**config.mk**
```make
export PLATFORM = sky130hd
export DESIGN_NAME = hcb_ctrl
export DESIGN_NICKNAME = d
export VERILOG_FILES = /design/src/hw/rtl/hcb_pkg.sv /design/src/hw/rtl/hcb_ctrl.sv
export SDC_FILE = /design/constraint.sdc
export NUM_CORES = 1
export LEC_CHECK = 0
export ABC_AREA = 1
export BUFFER_PORTS_ARGS = -buffer_cell sky130_fd_sc_hd__buf_2
export CAP_MARGIN = 20
export CORE_MARGIN = 4
export CORE_UTILIZATION = 34
export CTS_BUF_LIST = sky130_fd_sc_hd__clkbuf_2 sky130_fd_sc_hd__clkbuf_4 sky130_fd_sc_hd__clkbuf_8
export CTS_CLUSTER_DIAMETER = 80
export DETAILED_ROUTE_END_ITERATION = 10
export GPL_TIMING_DRIVEN = 0
export HOLD_SLACK_MARGIN = 0.05
export PLACE_DENSITY_LB_ADDON = 0.15
export REMOVE_ABC_BUFFERS = 1
export SYNTH_ARGS = -nofsm -noshare
export SYNTH_HDL_FRONTEND = slang
export SYNTH_SLANG_ARGS = --single-unit
```
**constraint.sdc**
```tcl
create_clock -name clk_i -period 3.6 [get_ports clk_i]
set_input_delay 0.54 -clock clk_i [delete_from_list [all_inputs] [get_ports clk_i]]
set_output_delay 0.54 -clock clk_i [all_outputs]
set_load 0.05 [all_outputs]
```
**src/hw/rtl/hcb_pkg.sv**
```systemverilog
// Shared constants, command codes and status struct of the Huffman code builder.
// No dependencies; used by hcb_ctrl, hcb_datapath and huffman_code_builder_top.
package hcb_pkg;

  localparam int DefMaxSymbols  = 256;
  localparam int DefMaxCodeBits = 32;
  localparam int SymW           = 8;
  localparam int InFreqW        = 24;
  localparam int FreqW          = 33;
  localparam int NumCodes       = 256;
  localparam int OutCodeW       = 32;
  localparam int OutLenW        = 6;
  localparam int InDataW        = 32;
  localparam int OutDataW       = 40;

  // One datapath operation per cycle, issued by the controller.
  typedef enum logic [4:0] {
    CMD_NONE,
    CMD_LOAD,
    CMD_LOOKUP,
    CMD_START,
    CMD_HFY_RD,
    CMD_HFY_LD,
    CMD_SIFT_RD,
    CMD_SIFT_CMP,
    CMD_TAKE_RD,
    CMD_TAKE_LD_A,
    CMD_TAKE_LD_B,
    CMD_MERGE,
    CMD_PUT_RD,
    CMD_PUT_CMP,
    CMD_PUT_END,
    CMD_ROOT_RD,
    CMD_ROOT_PUSH,
    CMD_POP,
    CMD_NODE_RD,
    CMD_VISIT,
    CMD_PUSH_L
  } cmd_e;

  // Datapath status seen by the controller.
  typedef struct packed {
    logic pend;
    logic cnt_zero;
    logic hi_zero;
    logic size_gt1;
    logic sift_done;
    logic at_zero;
    logic put_up;
    logic sp_zero;
    logic is_leaf;
  } stat_t;

endpackage

```
**src/hw/rtl/hcb_ctrl.sv**
```systemverilog
// Controller of the Huffman code builder: input handshake and build sequencer.
// Depends on hcb_pkg for cmd_e and stat_t.
module hcb_ctrl (
  input  logic            clk_i,
  input  logic            rst_ni,
  input  logic            in_valid_i,
  input  logic            in_kind_i,
  input  logic            in_last_i,
  output logic            in_ready_o,
  input  hcb_pkg::stat_t  stat_i,
  output hcb_pkg::cmd_e   cmd_o
);

  typedef enum logic [4:0] {
    S_IDLE, S_START, S_HFY, S_HFY_LD, S_SIFT_RD, S_SIFT_CMP, S_MCHK,
    S_TAKE_RD, S_TAKE_LD, S_MERGE, S_PUT, S_PUT_CMP, S_ROOT_RD, S_ROOT,
    S_POP, S_NODE, S_VISIT, S_PUSHL
  } state_e;

  state_e state_q, ret_q;
  logic   second_q;
  logic   acc;

  assign in_ready_o = (state_q == S_IDLE) && !stat_i.pend;
  assign acc        = in_valid_i && in_ready_o;

  // Map each state to its datapath operation
  always_comb begin
    cmd_o = hcb_pkg::CMD_NONE;
    unique case (state_q)
      S_IDLE: begin
        if (acc) cmd_o = in_kind_i ? hcb_pkg::CMD_LOOKUP : hcb_pkg::CMD_LOAD;
      end
      S_START:    cmd_o = hcb_pkg::CMD_START;
      S_HFY:      if (!stat_i.hi_zero) cmd_o = hcb_pkg::CMD_HFY_RD;
      S_HFY_LD:   cmd_o = hcb_pkg::CMD_HFY_LD;
      S_SIFT_RD:  cmd_o = hcb_pkg::CMD_SIFT_RD;
      S_SIFT_CMP: cmd_o = hcb_pkg::CMD_SIFT_CMP;
      S_MCHK:     cmd_o = hcb_pkg::CMD_NONE;
      S_TAKE_RD:  cmd_o = hcb_pkg::CMD_TAKE_RD;
      S_TAKE_LD:  cmd_o = second_q ? hcb_pkg::CMD_TAKE_LD_B : hcb_pkg::CMD_TAKE_LD_A;
      S_MERGE:    cmd_o = hcb_pkg::CMD_MERGE;
      S_PUT:      cmd_o = stat_i.at_zero ? hcb_pkg::CMD_PUT_END : hcb_pkg::CMD_PUT_RD;
      S_PUT_CMP:  cmd_o = hcb_pkg::CMD_PUT_CMP;
      S_ROOT_RD:  cmd_o = hcb_pkg::CMD_ROOT_RD;
      S_ROOT:     cmd_o = hcb_pkg::CMD_ROOT_PUSH;
      S_POP:      if (!stat_i.sp_zero) cmd_o = hcb_pkg::CMD_POP;
      S_NODE:     cmd_o = hcb_pkg::CMD_NODE_RD;
      S_VISIT:    cmd_o = hcb_pkg::CMD_VISIT;
      S_PUSHL:    cmd_o = hcb_pkg::CMD_PUSH_L;
      default:    cmd_o = hcb_pkg::CMD_NONE;
    endcase
  end

  // Advance the sequencer
  always_ff @(posedge clk_i or negedge rst_ni) begin
    if (!rst_ni) begin
      state_q  <= S_IDLE;
      ret_q    <= S_IDLE;
      second_q <= 1'b0;
    end else begin
      unique case (state_q)
        S_IDLE: begin
          if (acc && !in_kind_i && in_last_i) state_q <= S_START;
        end
        S_START:  state_q <= stat_i.cnt_zero ? S_IDLE : S_HFY;
        S_HFY: begin
          if (stat_i.hi_zero) begin
            state_q <= S_MCHK;
          end else begin
            state_q <= S_HFY_LD;
          end
        end
        S_HFY_LD: begin
          ret_q   <= S_HFY;
          state_q <= S_SIFT_RD;
        end
        S_SIFT_RD:  state_q <= S_SIFT_CMP;
        S_SIFT_CMP: state_q <= stat_i.sift_done ? ret_q : S_SIFT_RD;
        S_MCHK: begin
          second_q <= 1'b0;
          state_q  <= stat_i.size_gt1 ? S_TAKE_RD : S_ROOT_RD;
        end
        S_TAKE_RD:  state_q <= S_TAKE_LD;
        S_TAKE_LD: begin
          ret_q    <= second_q ? S_MERGE : S_TAKE_RD;
          second_q <= !second_q;
          state_q  <= S_SIFT_RD;
        end
        S_MERGE:    state_q <= S_PUT;
        S_PUT:      state_q <= stat_i.at_zero ? S_MCHK : S_PUT_CMP;
        S_PUT_CMP:  state_q <= stat_i.put_up ? S_PUT : S_MCHK;
        S_ROOT_RD:  state_q <= S_ROOT;
        S_ROOT:     state_q <= S_POP;
        S_POP:      state_q <= stat_i.sp_zero ? S_IDLE : S_NODE;
        S_NODE:     state_q <= S_VISIT;
        S_VISIT:    state_q <= stat_i.is_leaf ? S_POP : S_PUSHL;
        S_PUSHL:    state_q <= S_POP;
        default:    state_q <= S_IDLE;
      endcase
    end
  end

endmodule

```
==> flow_metrics.env, run 1 <==
export IMPL_outcome="finished clean"
export IMPL_r2r_cells=7
export IMPL_clock_fmax_mhz=410
export IMPL_route_met2_wl_mm=1.16
export IMPL_die_area_mm2=0.00375
export IMPL_io_buffers=19
export IMPL_syn_avg_cell_area_um2=6.22
export IMPL_antenna_found_initial=0
export IMPL_met1Wirelength_mm=1.13
export IMPL_tns_ns=0
export IMPL_via_per_inst=4.86
export IMPL_cts_htree_levels=1
export IMPL_p_switching_uw=495
export IMPL_layout_drive_gt1_share_pct=25.9
export IMPL_pre_cts_ws_ns=1.44
export IMPL_clkLatencyLatePin_ns=0.27
export IMPL_ys_types=23
export IMPL_post_cts_hold_buffer_count=0
export IMPL_grt_max_degree=14
export IMPL_cp_startpoint="state_q[0]"
export IMPL_post_cts_resized=0
export IMPL_clock_path_buffers=2
export IMPL_initial_core_util_pct=35.3
export IMPL_maxCapViolCount=0
export IMPL_firstDrtPassIters=4
export IMPL_power_density_mw_per_mm2=777
export IMPL_clock_root_buffer="clkbuf_4"
export IMPL_die_x_um=61.3
export IMPL_fin_crit_ns=2.44
export IMPL_final_cell_mix="nand2_1, nor2_1, nand3_1"
export IMPL_clock_sinks=10
export IMPL_rr_startpoint="state_q[1]"
export IMPL_grt_pass1_vias=933
export IMPL_leakage_nw=0.671
export IMPL_relSlewSlack_pct=66.7
export IMPL_reg2reg_slack_ns=2.09
export IMPL_io_pins=20
export IMPL_seq_area_frac_synth_pct=25.9
export IMPL_cp_max_fo=9
export IMPL_hold_worst_slack_ns=0.132
export IMPL_cts_tree="done"
export IMPL_antenna_cells=0
export IMPL_wl_met3_um=166
export IMPL_area_growth_pct=12.7
export IMPL_clock_power_share_pct=8.9
export IMPL_hold_path_class="input pin to async pin"
export IMPL_stdcell_count=205
export IMPL_finalSetupViolCount=0
export IMPL_num_vias=996
export IMPL_yosys_area_top_type="dfrtp_1"
export IMPL_grt_pass1_wl_mm=4.02
export IMPL_required_ns=3.06
export IMPL_grt_usage_pct=14.6
export IMPL_crit_type="flop to output pin"
export IMPL_synth_edf_count=0
export IMPL_nets=190
export IMPL_wl_per_cell_um=12.1
export IMPL_rsz0062_at_grt="false"
export IMPL_r2r_end="state_q[2]"
export IMPL_ant_nets=0
export IMPL_clk_pin_slew_ns=0.06
export IMPL_fin_area_mm2=0.00109
export IMPL_pwr_share_comb_pct=64.8
export IMPL_synthFlopType="dfrtp_1"
export IMPL_synth_top_area_share_pct=25.9
export IMPL_ys_async_sr_fraction_pct=100
export IMPL_drv_slew=0
export IMPL_yosys_warnings=0
export IMPL_drt_total_wl_mm=2.48
export IMPL_numCtsBuffers=3
export IMPL_synthTopCellsByArea="dfrtp_1, nand2_1, nand3_1, nor2_1, inv_1"
export IMPL_postPlaceCellArea_mm2=0.00106
export IMPL_intPower_uw=351
export IMPL_period_share_pct=67.8
export IMPL_fp_dieH_um=61.3
export IMPL_critPathArrivalTime_ns=1.90
export IMPL_dp_hpwl_mm=2.07
export IMPL_post_cts_buffers=0
export IMPL_clock_skew_ns=0.00522
export IMPL_syn_inst=155
export IMPL_critPathLaunchType="flop"
export IMPL_overflow=0
export IMPL_netSwitchingFraction_pct=58.5
export IMPL_core_area_mm2=0.00273
export IMPL_ys_ff_latch=10
export IMPL_dr_max_layer_used="met4"
export IMPL_ir_worst_vdd_v=0.000464
export IMPL_row_count=19
export IMPL_fill_cells=302
export IMPL_critPathCaptureType="output pin"
export IMPL_synth_area_um2=965
export IMPL_dp_cells=202
export IMPL_place_congestion=0.904
export IMPL_timing_final_ws_setup_ns=1.16
export IMPL_tightest_slew_ns=0.499
export IMPL_final_common_cell="nand2_1"
export IMPL_drc=0
export IMPL_hold_viol=0
export IMPL_seq_power_share_pct=26.3
export IMPL_drt_initial_drc_count=59
## worst max path at each step
stage | endpoint | slack [ns]
6_report | cmd_o[1] | 1.16
5_1_grt | cmd_o[1] | 0.98
2_1_floorplan | cmd_o[0] | 1.19
3_5_place_dp | cmd_o[1] | 1.44
4_1_cts | cmd_o[1] | 1.14
3_3_place_gp | cmd_o[1] | 1.43
## registers in the layout, indices dropped and copies added (netlist names)
register and cells:
ret_q 4, second_q 1, state_q 5
## layer usage
layer,up-vias,track usage (%)
li1,525,-
met1,441,20.1
met2,28,22.4
met3,2,1.68
met4,0,7.43
met5,-,0
## final cells by class
class / count / area (um^2) / share of cell area, %
Sequential cell: 10 / 250 / 23.0
Timing Repair Buffer: 19 / 95.1 / 8.75
Inverter: 28 / 105 / 9.67
Clock buffer: 3 / 22.5 / 2.07
Tap cell: 31 / 38.8 / 3.57
Multi-Input combinational cell: 114 / 576 / 52.9
## stage by stage
stage                     total power, mW  utilization, %
after floorplan                     0.649               -
after global placement              0.771            38.9
after detailed placement            0.775            38.9
after CTS                           0.854            39.8
after global routing                0.918            39.8
final                               0.845            39.8
## critical path: stages, from the launching register on
cell and delay, ns:
dfrtp_1 0.65, inv_2 0.07, nor2_1 0.17, nand2_1 0.09, nor2_2 0.15, inv_2 0.06, nand3_1 0.08, nor2_1 0.04
nand3_1 0.06, buf_2 0.26
## cell families after synthesis
family / count (synthesis) / share of synthesized area (%)
AO/OA/AOI/OAI: 8 / 5.06
flip-flops: 10 / 25.9
AND/OR/NAND/NOR: 106 / 54.6
buffers and inverters: 31 / 14.4
## power groups by stage
stage               sequential [mW]  clock (mW)  combinational (mW)
floorplan                     0.211           0               0.438
global placement              0.224           0               0.548
detailed placement            0.224           0               0.551
CTS                           0.222      0.0799               0.552
global route                  0.228      0.0832               0.606
finish                        0.222      0.0750               0.548
## Yosys cell counts, types with 3 or more instances
library cell,n
o21ai_1,3
inv_2,11
dfrtp_1,10
nand2_1,41
nand4_1,4
inv_1,16
nor2_1,25
nor2_4,3
nand3_1,21
buf_6,3
nor2_2,3
Note: power is estimated with default switching activity, not from simulation.
==> run 2, diff against run 1 <==
--- a/config.mk
+++ b/config.mk
@@ -5,7 +5,7 @@
 export SDC_FILE = /design/constraint.sdc
 export NUM_CORES = 1
 export LEC_CHECK = 0
-export ABC_AREA = 1
+export ABC_AREA = 0
 export BUFFER_PORTS_ARGS = -buffer_cell sky130_fd_sc_hd__buf_2
 export CAP_MARGIN = 20
 export CORE_MARGIN = 4
==> constraint.sdc (replaced) <==
create_clock -name clk_i -period 2.4 [get_ports clk_i]
set_input_delay 0.36 -clock clk_i [delete_from_list [all_inputs] [get_ports clk_i]]
set_output_delay 0.36 -clock clk_i [all_outputs]
set_load 0.05 [all_outputs]
==> run 2 against run 1 <==
First-iteration DRC count rose by 20%; die area is 8.0% higher; final cell count fell by 7.3%; utilization increased by 4.5 points.
==> flow_metrics.env, run 2 <==
export IMPL_final_cell_mix="buf_2, nor2_1, a21oi_1"
export IMPL_maxCapViolCount=0
export IMPL_finalSetupViolCount=0
export IMPL_synth_mux_area_fraction_pct=2.85
export IMPL_ant_nets=0
export IMPL_critical_path_slowest_cell="or4_4"
export IMPL_numCtsBuffers=3
export IMPL_hold_path_class="input pin to flop"
export IMPL_dr_max_layer_used="met4"
export IMPL_cts_htree_levels=1
export IMPL_die_x_um=63.7
export IMPL_r2r_cells=4
export IMPL_clock_fmax_mhz=434
export IMPL_seq_area_frac_synth_pct=23.8
export IMPL_final_common_cell="buf_2"
export IMPL_met1Wirelength_mm=1.43
export IMPL_fin_crit_ns=2.30
export IMPL_cts_tree="done"
export IMPL_syn_inst=138
export IMPL_wl_per_cell_um=16.5
export IMPL_hold_start="stat_i[0]"
export IMPL_clk_pin_slew_ns=0.08
export IMPL_firstDrtPassIters=4
export IMPL_clock_root_buffer="clkbuf_4"
export IMPL_grt_pass1_vias=1049
export IMPL_drt_total_wl_mm=3.13
export IMPL_hold_viol=0
export IMPL_clock_path_buffers=2
export IMPL_timing_final_ws_setup_ns=0.0956
export IMPL_slowest_delay_ns=0.57
export IMPL_fill_cells=294
export IMPL_critPathArrivalTime_ns=1.94
export IMPL_power_density_mw_per_mm2=1240
export IMPL_ys_types=43
export IMPL_cp_num_buf_inv=1
export IMPL_critPathCaptureType="output pin"
export IMPL_drt_initial_drc_count=71
export IMPL_layout_drive_gt1_share_pct=27.7
export IMPL_synth_area_mm2=0.00105
export IMPL_ys_async_sr_fraction_pct=100
export IMPL_leakage_nw=0.506
export IMPL_ir_worst_vdd_v=0.000478
export IMPL_required_ns=2.04
export IMPL_dp_cells=177
export IMPL_ys_ff_latch=10
export IMPL_synth_top_area_share_pct=23.8
export IMPL_synth_edf_count=0
export IMPL_clock_sinks=10
export IMPL_outcome="finished clean"
export IMPL_tightest_slew_ns=0.460
export IMPL_rr_startpoint="state_q[4]"
export IMPL_top_register="state_q"
export IMPL_yosys_area_top_type="dfrtp_1"
export IMPL_antenna_cells=0
export IMPL_crit_cells=5
export IMPL_synthFlopType="dfrtp_1"
export IMPL_initial_core_util_pct=36.9
export IMPL_worstPathCellList="or4_4, nor3_4, a32o_1, or3_1, buf_6"
export IMPL_die_area_mm2=0.00405
export IMPL_synth_top_family_by_area="simple AND/OR/NAND/NOR gates"
export IMPL_synth_compound_area_share_pct=27.8
export IMPL_relSlewSlack_pct=69.2
export IMPL_stdcell_count=190
export IMPL_yosysMostFrequentCell="nor2_1"
export IMPL_synthSimpleGateAreaFrac_pct=36.8
export IMPL_overflow=0
export IMPL_place_congestion=0.817
export IMPL_antenna_found_initial=0
export IMPL_syn_avg_cell_area_um2=7.63
export IMPL_drv_slew=0
export IMPL_synthAdderAreaFrac_pct=0
export IMPL_reg2reg_slack_ns=0.77
export IMPL_clock_skew_ns=0.00997
export IMPL_cp_startpoint="state_q[1]"
export IMPL_area_growth_pct=19.8
export IMPL_synthXorXnorAreaFrac_pct=0
export IMPL_r2r_end="state_q[2]"
export IMPL_crit_type="flop to output pin"
export IMPL_fp_dieH_um=63.7
export IMPL_p_total_mw=1.57
export IMPL_cp_max_fo=10
export IMPL_io_pins=20
export IMPL_nets=174
export IMPL_clkLatencyLatePin_ns=0.28
export IMPL_largest_reg_flops=5
export IMPL_core_area_mm2=0.00285
export IMPL_grt_pass1_wl_mm=4.86
export IMPL_reg_top3="state_q x5, ret_q x4, second_q x1"
export IMPL_endpoint="cmd_o[0]"
export IMPL_wl_met3_um=142
export IMPL_dp_hpwl_mm=2.03
export IMPL_grt_max_degree=24
export IMPL_via_per_inst=6.07
export IMPL_synthTopCellsByArea="dfrtp_1, a21oi_1, nor2_1, nand2b_1, buf_2"
export IMPL_period_share_pct=96.0
export IMPL_num_vias=1154
export IMPL_rsz0062_at_grt="false"
export IMPL_critPathLaunchType="flop"
export IMPL_synth_top_cells_by_count="nor2_1, a21oi_1, dfrtp_1"
export IMPL_grt_usage_pct=14.9
export IMPL_io_buffers=19
export IMPL_yosys_warnings=0
export IMPL_drc=0
export IMPL_cp_top_family="simple AND/OR/NAND/NOR gates"
export IMPL_utilization_pct=44.3
export IMPL_row_count=19
export IMPL_pre_cts_ws_ns=-0.0680
export IMPL_route_met2_wl_mm=1.51
## run 2: changes by cell type after synthesis, moves of 7 or more
cell      change
inv_1         -9
nand3_1      -18
inv_2        -10
buf_2         +8
nor2_1       -13
nand2b_1      +7
a21oi_1      +10
nand2_1      -33
## run 2: stage by stage
| stage | hold slack, ns | setup TNS [ns] | area, um^2 |
|---|---|---|---|
| final | 0.395 | 0 | 1260 |
| after global routing | 0.369 | 0 | 1260 |
| after CTS | 0.378 | 0 | 1190 |
| after detailed placement | 0.233 | -0.125 | 1120 |
| after global placement | 0.230 | -0.107 | 1120 |
| after floorplan | 0.0644 | -0.377 | 991 |
## run 2: worst min-delay path by stage
stage               slack (ns)  cells after the start    endpoint
floorplan                 0.06                      0    ret_q[0]
global placement          0.23                      1    ret_q[0]
detailed placement        0.23                      1    ret_q[2]
CTS                       0.38                      3  state_q[4]
global route              0.37                      3  state_q[4]
finish                    0.40                      3  state_q[4]
## run 2: report_power, final
part | total, mW | switching (mW) | internal (mW)
sequential | 0.379 | 0.134 | 0.245
combinational | 1.03 | 0.616 | 0.417
clock | 0.157 | 0.0650 | 0.0923
total | 1.57 | 0.815 | 0.754
## run 2: cell type report
type / count / area [um^2] / share of cell area, %
Tap cell: 31 / 38.8 / 3.07
Timing Repair Buffer: 28 / 174 / 13.8
Multi-Input combinational cell: 109 / 717 / 56.8
Inverter: 8 / 30.0 / 2.38
Clock buffer: 4 / 36.3 / 2.87
Sequential cell: 10 / 267 / 21.1
## run 2: worst reg2reg max path: cells and delay by family, from the launching register on
family	cells	cell delay, ns
DFF	1	0.58
AOI/OAI and AO/OA	2	0.51
and+or+nand+nor	2	0.44
## run 2: repair_timing
item | 4_1_cts | 5_1_grt
hold buffers | 1 | 0
setup endpoints to repair | 5 | 2
setup buffers | 1 | 7
pin swaps | 0 | 0
hold endpoints to repair | 10 | 0
gates resized for setup | 8 | 5
## run 2: logic make-up after synthesis
| kind of cell | count (synthesis) |
|---|---|
| mux | 3 |
| compound gates | 44 |
| flops | 10 |
| simple gates | 62 |
| buf+inv | 19 |
## run 2: per-layer routing
metal  vias up  global-route usage [%]
met5         -                       0
met4         0                    6.20
met3         6                    4.09
met2        33                    22.2
met1       557                    20.1
li1        558                       -
==> run 3, diff against run 2 <==
--- a/config.mk
+++ b/config.mk
@@ -9,7 +9,7 @@
 export BUFFER_PORTS_ARGS = -buffer_cell sky130_fd_sc_hd__buf_2
 export CAP_MARGIN = 20
 export CORE_MARGIN = 4
-export CORE_UTILIZATION = 34
+export CORE_UTILIZATION = 30
 export CTS_BUF_LIST = sky130_fd_sc_hd__clkbuf_2 sky130_fd_sc_hd__clkbuf_4 sky130_fd_sc_hd__clkbuf_8
 export CTS_CLUSTER_DIAMETER = 80
 export DETAILED_ROUTE_END_ITERATION = 10
==> run 3 against run 2 <==
Utilization is 6.4 points lower; largest cell class unchanged; register-to-register slack worse by 0.07 ns; highest routed layer unchanged; design area is 0.89% higher.
==> flow_metrics.env, run 3 (same netlist as run 2, synthesis figures left out) <==
export IMPL_outcome="finished clean"
export IMPL_grt_max_degree=24
export IMPL_clock_path_buffers=2
export IMPL_final_common_cell="buf_2"
export IMPL_clock_root_buffer="clkbuf_4"
export IMPL_netSwitchingFraction_pct=52.2
export IMPL_antenna_cells=0
export IMPL_grt_usage_pct=14.0
export IMPL_fin_area_mm2=0.00127
export IMPL_clock_fmax_mhz=432
export IMPL_critPathLaunchType="flop"
export IMPL_top_register="state_q"
export IMPL_antenna_found_initial=0
export IMPL_p_switching_uw=810
export IMPL_fill_cells=384
export IMPL_overflow=0
export IMPL_via_per_inst=5.57
export IMPL_fp_dieH_um=67.3
export IMPL_clock_power_share_pct=9.6
export IMPL_multi_input_area_um2=717
export IMPL_rsz0062_at_grt="false"
export IMPL_reg_top3="state_q x5, ret_q x4, second_q x1"
export IMPL_clkLatencyLatePin_ns=0.27
export IMPL_r2r_end="state_q[0]"
export IMPL_regArea_um2=267
export IMPL_route_met2_wl_mm=1.45
export IMPL_io_buffers=19
export IMPL_core_area_mm2=0.00336
export IMPL_cts_htree_levels=1
export IMPL_cp_max_fo=10
export IMPL_finalSetupViolCount=0
export IMPL_clock_sinks=10
export IMPL_power_density_mw_per_mm2=1220
export IMPL_grt_pass1_wl_mm=4.91
export IMPL_holdPathStages=3
export IMPL_p_total_mw=1.55
export IMPL_relSlewSlack_pct=68.4
export IMPL_intPower_uw=741
export IMPL_nets=173
export IMPL_drt_total_wl_mm=3.10
export IMPL_rr_startpoint="state_q[0]"
export IMPL_worstHoldEndpoint="state_q[4]"
export IMPL_clk_pin_slew_ns=0.07
export IMPL_initial_core_util_pct=31.3
export IMPL_utilization_pct=37.9
export IMPL_row_count=21
export IMPL_area_growth_pct=20.9
export IMPL_hold_worst_slack_ns=0.398
export IMPL_hold_viol=0
export IMPL_required_ns=2.04
export IMPL_place_congestion=0.856
export IMPL_drc=0
export IMPL_clock_skew_ns=0.00508
export IMPL_numCtsBuffers=3
export IMPL_postPlaceCellArea_mm2=0.00114
export IMPL_grt_pass1_vias=1035
export IMPL_io_pins=20
export IMPL_hold_path_class="input pin to flop"
export IMPL_dp_cells=192
export IMPL_critPathCaptureType="output pin"
export IMPL_final_cell_mix="buf_2, nor2_1, a21oi_1"
export IMPL_met1Wirelength_mm=1.41
export IMPL_tns_ns=0
export IMPL_fin_crit_ns=2.31
export IMPL_stdcell_count=204
export IMPL_r2r_cells=5
export IMPL_ant_nets=0
export IMPL_layout_drive_gt1_share_pct=27.2
export IMPL_maxCapViolCount=0
export IMPL_die_area_mm2=0.00452
export IMPL_hold_start="stat_i[0]"
export IMPL_num_vias=1136
export IMPL_dr_max_layer_used="met4"
export IMPL_period_share_pct=96.3
export IMPL_die_x_um=67.3
export IMPL_dp_hpwl_mm=2.08
export IMPL_drv_slew=0
export IMPL_critPathArrivalTime_ns=1.95
export IMPL_tightest_slew_ns=0.472
export IMPL_pre_cts_ws_ns=-0.0440
export IMPL_crit_type="flop to output pin"
export IMPL_wl_met3_um=196
export IMPL_cts_tree="done"
export IMPL_seq_power_share_pct=25.6
export IMPL_wl_per_cell_um=15.2
export IMPL_largest_reg_flops=5
export IMPL_pwr_share_comb_pct=64.7
export IMPL_drt_initial_drc_count=64
export IMPL_ir_worst_vdd_v=0.000629
export IMPL_firstDrtPassIters=4
export IMPL_timing_final_ws_setup_ns=0.0878
export IMPL_leakage_nw=0.502
export IMPL_reg2reg_slack_ns=0.70
==> run 3: changes by cell type in the layout (fill, tap and decap cells not counted) <==
| cell | before | now |
|---|---|---|
| buf_4 | 9 | 8 |
==> run 3: final cells by class <==
type	count	area share (%)
multi-input combinational	109	56.3
inverter	8	2.36
timing repair buffer	27	13.1
sequential	10	20.9
clock buffer	4	2.85
tap	46	4.52
==> run 3: worst max path at each step <==
stage               cells past startpoint  slack (ns)       start       end
floorplan                               4       -0.27  state_q[1]  cmd_o[0]
global placement                        5       -0.06  state_q[1]  cmd_o[0]
detailed placement                      5       -0.04  state_q[1]  cmd_o[0]
CTS                                     5        0.02  state_q[1]  cmd_o[0]
global route                            5      0.0002  state_q[1]  cmd_o[0]
finish                                  5        0.09  state_q[1]  cmd_o[0]
==> run 3: timing repair <==
| item | in CTS | in global routing |
|---|---|---|
| buffers inserted | 1 | 6 |
| setup endpoints to repair | 4 | 2 |
| hold buffers | 1 | 0 |
| hold endpoints to repair | 10 | 0 |
| pin swaps | 0 | 0 |
| resized for setup | 8 | 5 |
==> run 3: layer usage <==
layer  GRT usage, %  vias to the layer above
met5              0                        -
met4           4.56                        0
met1           18.3                      534
li1               -                      557
met2           22.2                       40
met3           3.83                        5
==> run 3: power by group through the flow <==
stage	sequential (mW)	combinational (mW)	clock, mW
5_1_grt	0.409	1.09	0.165
4_1_cts	0.425	0.884	0.153
6_report	0.398	1.00	0.150
3_5_place_dp	0.444	0.827	0
3_3_place_gp	0.445	0.830	0
2_1_floorplan	0.380	0.668	0
==> run 3: worst max-delay path, stage by stage, from the launching register on <==
cell	delay [ns]
dfrtp_4	0.53
or4_4	0.58
nor3_4	0.14
a32o_1	0.17
or3_1	0.11
buf_6	0.15
